[config.mk]
export PLATFORM = sky130hd
export DESIGN_NAME = signed_int_to_decimal_ascii
export DESIGN_NICKNAME = d
export VERILOG_FILES = /design/src/rtl/sitda_pkg.sv /design/src/rtl/sitda_dabble.sv /design/src/rtl/signed_int_to_decimal_ascii.sv
export SDC_FILE = /design/constraint.sdc
export NUM_CORES = 1
export LEC_CHECK = 0
export BUFFER_PORTS_ARGS = -buffer_cell sky130_fd_sc_hd__buf_2
export CELL_PAD_IN_SITES_DETAIL_PLACEMENT = 1
export CELL_PAD_IN_SITES_GLOBAL_PLACEMENT = 1
export CORE_ASPECT_RATIO = 0.7
export CORE_MARGIN = 10
export CORE_UTILIZATION = 49
export CTS_BUF_LIST = sky130_fd_sc_hd__clkbuf_2 sky130_fd_sc_hd__clkbuf_4 sky130_fd_sc_hd__clkbuf_8
export DETAILED_ROUTE_END_ITERATION = 6
export GPL_TIMING_DRIVEN = 1
export PLACE_DENSITY_LB_ADDON = 0.12
export SLEW_MARGIN = 10
export SYNTH_ARGS = -nofsm -noshare
export SYNTH_HDL_FRONTEND = slang
export SYNTH_SLANG_ARGS = --single-unit
[constraint.sdc]
create_clock -name clk -period 2.95 [get_ports clk]
set_input_delay 0.295 -clock clk [delete_from_list [all_inputs] [get_ports clk]]
set_output_delay 0.295 -clock clk [all_outputs]
set_load 0.05 [all_outputs]
[src/rtl/sitda_pkg.sv]
// Shared constants and helpers for the signed integer to decimal ASCII converter.
package sitda_pkg;

    localparam int VALUE_W    = 32;
    localparam int NUM_DIGITS = 10;
    localparam int BCD_W      = 4 * NUM_DIGITS;
    localparam int CHAR_W     = 6;
    localparam int LEN_W      = 4;
    localparam int CNT_W      = $clog2(VALUE_W);

    localparam logic [CHAR_W-1:0] CHAR_ZERO  = 6'd48;
    localparam logic [CHAR_W-1:0] CHAR_MINUS = 6'd45;

    // Correct one BCD digit before a doubling step: add three when five or more.
    function automatic logic [3:0] dabble_fix(input logic [3:0] d);
        dabble_fix = (d >= 4'd5) ? (d + 4'd3) : d;
    endfunction

endpackage

[src/rtl/sitda_dabble.sv]
// Bit-serial binary to BCD converter (shift and add three), one bit per cycle.
module sitda_dabble (
    input  logic                          clk,
    input  logic                          rst_n,
    input  logic                          load,
    input  logic [sitda_pkg::VALUE_W-1:0] mag,
    output logic [sitda_pkg::BCD_W-1:0]   bcd,
    output logic                          done
);
    import sitda_pkg::*;

    logic [VALUE_W-1:0] mag_reg;
    logic [BCD_W-1:0]   bcd_reg;
    logic [BCD_W-1:0]   bcd_fixed;
    logic [CNT_W-1:0]   cnt_reg;
    logic               run_reg;
    logic               done_reg;

    // Correct every digit independently before the shift
    always_comb
    begin
        for (int i = 0; i < NUM_DIGITS; i++)
        begin
            bcd_fixed[4*i +: 4] = dabble_fix(bcd_reg[4*i +: 4]);
        end
    end

    // Hold sequencing control
    always_ff @(posedge clk or negedge rst_n)
    begin
        if (!rst_n)
        begin
            run_reg  <= 1'b0;
            done_reg <= 1'b0;
            cnt_reg  <= '0;
        end
        else
        begin
            done_reg <= 1'b0;
            if (load)
            begin
                run_reg <= 1'b1;
                cnt_reg <= '0;
            end
            else if (run_reg)
            begin
                cnt_reg <= cnt_reg + 1'b1;
                if (cnt_reg == CNT_W'(VALUE_W - 1))
                begin
                    run_reg  <= 1'b0;
                    done_reg <= 1'b1;
                end
            end
        end
    end

    // Shift the magnitude out MSB first into the BCD register
    always_ff @(posedge clk)
    begin
        if (load)
        begin
            mag_reg <= mag;
            bcd_reg <= '0;
        end
        else if (run_reg)
        begin
            mag_reg <= {mag_reg[VALUE_W-2:0], 1'b0};
            bcd_reg <= {bcd_fixed[BCD_W-2:0], mag_reg[VALUE_W-1]};
        end
    end

    assign bcd  = bcd_reg;
    assign done = done_reg;

endmodule

[src/rtl/signed_int_to_decimal_ascii.sv]
// Top level: signed 32-bit integer to decimal ASCII character stream.
//
// Raise start with value while busy is low; the item is taken at that edge and
// busy stays high until the last character has been scheduled. The magnitude
// goes through a bit-serial shift-and-add-3 converter, then leading zero
// digits are dropped one per cycle (up to 9 of them), then characters come
// out one per cycle on consecutive cycles: '-' first for negative values, then
// the digits most significant first. Each character is on ascii_char,
// string_length and last_char for exactly one cycle with strobe high; the
// receiver cannot stall, so it must take every strobe. A new start is taken
// in the cycle the last character shows.
module signed_int_to_decimal_ascii (
    input  logic                               clk,
    input  logic                               rst_n,
    input  logic                               start,
    input  logic signed [sitda_pkg::VALUE_W-1:0] value,
    output logic                               busy,
    output logic                               strobe,
    output logic [sitda_pkg::CHAR_W-1:0]       ascii_char,
    output logic [sitda_pkg::LEN_W-1:0]        string_length,
    output logic                               last_char
);
    import sitda_pkg::*;

    typedef enum logic [2:0] {
        ST_IDLE,
        ST_CONV,
        ST_SKIP,
        ST_SIGN,
        ST_DIGIT
    } state_t;

    state_t             state_reg;
    logic               neg_reg;
    logic [BCD_W-1:0]   bcd_reg;
    logic [LEN_W-1:0]   left_reg;
    logic [LEN_W-1:0]   len_reg;
    logic               strobe_reg;
    logic [CHAR_W-1:0]  char_reg;
    logic [LEN_W-1:0]   slen_reg;
    logic               last_reg;

    logic               accept;
    logic [VALUE_W-1:0] mag;
    logic [BCD_W-1:0]   conv_bcd;
    logic               conv_done;
    logic [3:0]         top_digit;

    assign accept    = start && (state_reg == ST_IDLE);
    assign mag       = value[VALUE_W-1] ? (~value + 1'b1) : value;
    assign top_digit = bcd_reg[BCD_W-1 -: 4];

    sitda_dabble u_dabble (
        .clk   (clk),
        .rst_n (rst_n),
        .load  (accept),
        .mag   (mag),
        .bcd   (conv_bcd),
        .done  (conv_done)
    );

    // Sequence conversion, zero skipping and character emission
    always_ff @(posedge clk or negedge rst_n)
    begin
        if (!rst_n)
        begin
            state_reg  <= ST_IDLE;
            neg_reg    <= 1'b0;
            bcd_reg    <= '0;
            left_reg   <= '0;
            len_reg    <= '0;
            strobe_reg <= 1'b0;
            char_reg   <= '0;
            slen_reg   <= '0;
            last_reg   <= 1'b0;
        end
        else
        begin
            strobe_reg <= 1'b0;
            unique case (state_reg)
                ST_IDLE:
                begin
                    if (start)
                    begin
                        neg_reg   <= value[VALUE_W-1];
                        state_reg <= ST_CONV;
                    end
                end
                ST_CONV:
                begin
                    if (conv_done)
                    begin
                        bcd_reg   <= conv_bcd;
                        left_reg  <= LEN_W'(NUM_DIGITS);
                        state_reg <= ST_SKIP;
                    end
                end
                ST_SKIP:
                begin
                    // Drop leading zero digits, keeping at least one
                    if (top_digit == 4'd0 && left_reg > 4'd1)
                    begin
                        bcd_reg  <= {bcd_reg[BCD_W-5:0], 4'd0};
                        left_reg <= left_reg - 1'b1;
                    end
                    else
                    begin
                        len_reg   <= left_reg + {{(LEN_W-1){1'b0}}, neg_reg};
                        state_reg <= neg_reg ? ST_SIGN : ST_DIGIT;
                    end
                end
                ST_SIGN:
                begin
                    strobe_reg <= 1'b1;
                    char_reg   <= CHAR_MINUS;
                    slen_reg   <= len_reg;
                    last_reg   <= 1'b0;
                    state_reg  <= ST_DIGIT;
                end
                ST_DIGIT:
                begin
                    strobe_reg <= 1'b1;
                    char_reg   <= CHAR_ZERO + {2'b00, top_digit};
                    slen_reg   <= len_reg;
                    last_reg   <= (left_reg == 4'd1);
                    bcd_reg    <= {bcd_reg[BCD_W-5:0], 4'd0};
                    left_reg   <= left_reg - 1'b1;
                    if (left_reg == 4'd1)
                    begin
                        state_reg <= ST_IDLE;
                    end
                end
                default:
                begin
                    state_reg <= ST_IDLE;
                end
            endcase
        end
    end

    assign busy          = (state_reg != ST_IDLE);
    assign strobe        = strobe_reg;
    assign ascii_char    = char_reg;
    assign string_length = slen_reg;
    assign last_char     = last_reg;

endmodule

==> results.md <==
- H-Tree Depth: 4
- Initial antenna violation count: 0
- FMAX: between 400 and 500 MHz
- Initial core utilization: approximately half
- Top cells by count, synth: nand2_1, o21ai_0, dfrtp_1
- Synthesized area per cell: roughly 9.6 um2
- Hold path depth: 3
- First-pass GRT wire length: around 30 mm
- Register area share after synthesis: a little under half
- Worst reg2reg path endpoint: bcd_reg[17]$_DFFE_PN0P_
- Worst endpoint required time: around 3.2 ns
- RSZ-0062 raised after global routing: false
- Drt wl/cell: 17.2 um
- Final instance area: around 8400 um2
- Layout cells sized above 1: a little over an eighth
- Setup Viol. Count Final: 0
- Min-Delay Startpoint: value[28]
- Cell count after synthesis: between 700 and 800
- Die H: 124 um
- Worst flop-to-flop path startpoint: state_reg[2]$_DFFE_PN0P_
- Max-slew violations: 0
- Maximum buffer depth of the clock tree: 2
- Vias in the first global route: 6059
- Cell with the most instances after synthesis: nand2_1
- Final min period: 2.46 ns
- Power after layout: 9070 uW
- Initial DRC count: 310
- CP cell instances: nand2b_1 -> a21oi_4 -> buf_12 -> mux2i_1 -> o21ai_1
- Syn_nets: approximately 840
- Top delay family on crit path: compound AO/OA/AOI/OAI gates
- Nets@finish: 881
- Number of synthesized flops with an enable pin: 32
- Critical path class: flip-flop to flip-flop
- Max-slew headroom: 43.0%
- Final Cycle Share: between 80% and 90%
- Worst VDD drop: 420 uV
- Die ar.: between 20000 and 25000 um2
- Power per cell area: 1080 nW/um2
- Post-DP HPWL: roughly 12 mm
- Core area: 14900 um2
- Vias per cell: between 5 and 6
- Root Buffer: clkbuf_8
- Max-Cap Viols: 0
- Status: finished clean
- Post-synth top flop: dfrtp_1
- Critical-path top delay cell: a21oi_4
- Setup TNS Final: 0 ns
- Hold endpoint: u_dabble.mag_reg[28]$_DFFE_PP_
- Crit start category: flip-flop
- Reg2Reg Depth: 5
- DRT antenna net count: 0
- P&R area growth vs syn: 11.3%
- CTS tree: yes
- Mapped cell area: between 7000 and 8000 um2
- I/O pin count: 48
- PortBufs: 47
- CTS Buf Count: 17
- Die X-Extent: ~170 um
- Layout filler cell count: around 1700
- Post-synth cell types: 51
- Final RePlAce weighted congestion: about 0.86
- Register-to-register setup slack: just under 0.5 ns
- Buf/Inv on CP: 1
- Num rows: 37
- Vias: between 5000 and 6000
- Leading post-synthesis cells by cell area: dfrtp_1, edfxtp_1, dfxtp_1, mux2i_1, nand2_1
- Leakage power: approximately 0.0036 uW
- Pin count of the biggest net entering global routing: 73
- Drt first pass iters: 4
- Crit-path max FO: 24
- CP max stage delay: 0.65 ns
- Synth top area share: a little under a quarter
- CP Capture Type: flip-flop
- Yosys synthesis warning count: 0
- Yosys top cell by area: dfrtp_1
- Hold Vio Cnt, Final: 0
- Post-synthesis register bit count: 143
- Postcts setup bufs: 0
- Setup Skew: 0.0131 ns
- WP data arrival: ~2.7 ns
- Total wire length: about 18 mm
- Tightest Pin Transition: around 0.85 ns
- DRC: 0
- CTS clk-pin slew, worst paths: ~0.080 ns
- Area after DPL: roughly 7900 um2
- Number of sinks on the clock net: around 140
- Later-pin clock latency in the skew report: 0.45 ns
- Number of antenna diodes: 0
- Worst Hold Class: input pin to flip-flop
- Async set or reset register ratio after synthesis: about half
- Tot GR Track Use: 17.3%
- Total grt overflow: 0
[placed cells by master (no fill, tap or decap), types with 3 or more instances in the layout]
cell type	Yosys	layout
ha_1	27	27
o22ai_1	3	3
nand2b_1	14	14
o41ai_2	4	4
a211oi_1	6	6
o21ai_0	77	77
dfxtp_1	40	40
o211ai_1	6	6
mux2_2	6	6
a21o_1	3	3
xor2_1	32	32
xnor2_1	16	16
or3_1	4	4
nor4_1	4	4
mux2i_1	64	64
nor2b_1	3	3
a21oi_1	35	34
inv_1	29	29
o31ai_1	12	12
a22oi_1	4	4
clkinvlp_4	0	3
dfrtp_1	71	70
nand4_1	5	5
clkbuf_8	0	18
buf_2	6	47
o21ai_1	30	30
nor3_1	9	8
nand3_1	17	17
buf_4	1	7
clkinv_4	0	3
nor3b_1	6	6
nor2_1	42	42
nand2_1	122	121
bufinv_16	0	4
edfxtp_1	32	32
[routing by layer]
layer / up-vias / GRT usage [%] / routed length (um)
met1: 2838 / 21.8 / 8280
met2: 73 / 29.3 / 8430
li1: 2815 / - / -
met3: 22 / 4.28 / 693
met4: 0 / 4.72 / 204
met5: - / 0 / 0
[logic make-up (layout without fill, tap and decap cells)]
kind of cell	after synthesis	after routing	share of synthesized area, %
simple gates	241	241	15.1
mux	70	70	9.41
buf+inv	68	119	4.14
flops	143	143	47.0
compound gates	184	184	14.3
xor+xnor	48	48	5.58
fa+ha+maj	27	27	4.49
[worst max-delay path by stage]
stage                                         from                           endpoint  cells past startpoint
after floorplan           state_reg[2]$_DFFE_PN0P_  u_dabble.mag_reg[0]$_SDFFCE_PN0P_                      6
after global placement                    value[0]     u_dabble.mag_reg[24]$_DFFE_PP_                      8
after detailed placement                  value[0]     u_dabble.mag_reg[28]$_DFFE_PP_                      8
after CTS                 state_reg[2]$_DFFE_PN0P_            bcd_reg[17]$_DFFE_PN0P_                      5
after global routing      state_reg[2]$_DFFE_PN0P_            bcd_reg[17]$_DFFE_PN0P_                      5
final                     state_reg[2]$_DFFE_PN0P_            bcd_reg[17]$_DFFE_PN0P_                      5
[power breakdown]
group | switching (uW) | internal, uW
Combinational | 2210 | 1490
Sequential | 704 | 2940
Clock | 768 | 956
Total | 3690 | 5380
[tightest hold or removal path: stages]
cell	delay, ns
buf_2	0.10
xor2_1	0.07
o21ai_1	0.11
[metrics by stage]
step | utilization (%) | hold slack (ns) | worst slack (ns) | instances
floorplan | - | -0.000591 | 0.637 | 781
global placement | 53.3 | 0.427 | 0.591 | 994
detailed placement | 53.3 | 0.453 | 0.425 | 994
CTS | 56.4 | 0.206 | 0.501 | 1027
global route | 56.4 | 0.229 | 0.369 | 1027
finish | 56.4 | 0.230 | 0.490 | 1027
[what timing repair did]
item | 4_1_cts | 5_1_grt
setup endpoints to repair | 0 | 0
endpoints found under the hold margin | 35 | 0
gates resized for setup | 0 | 0
hold buffers | 1 | 0
[area by class of cell]
cell class	count	area, um2	area share (%)
multi-input combinational	570	3700	44.2
sequential	143	3540	42.3
timing repair buffer	57	338	4.03
clock buffer	19	255	3.05
tap	195	244	2.91
clock inverter	13	188	2.24
inverter	30	113	1.34
(Power assumes the default switching activity.)
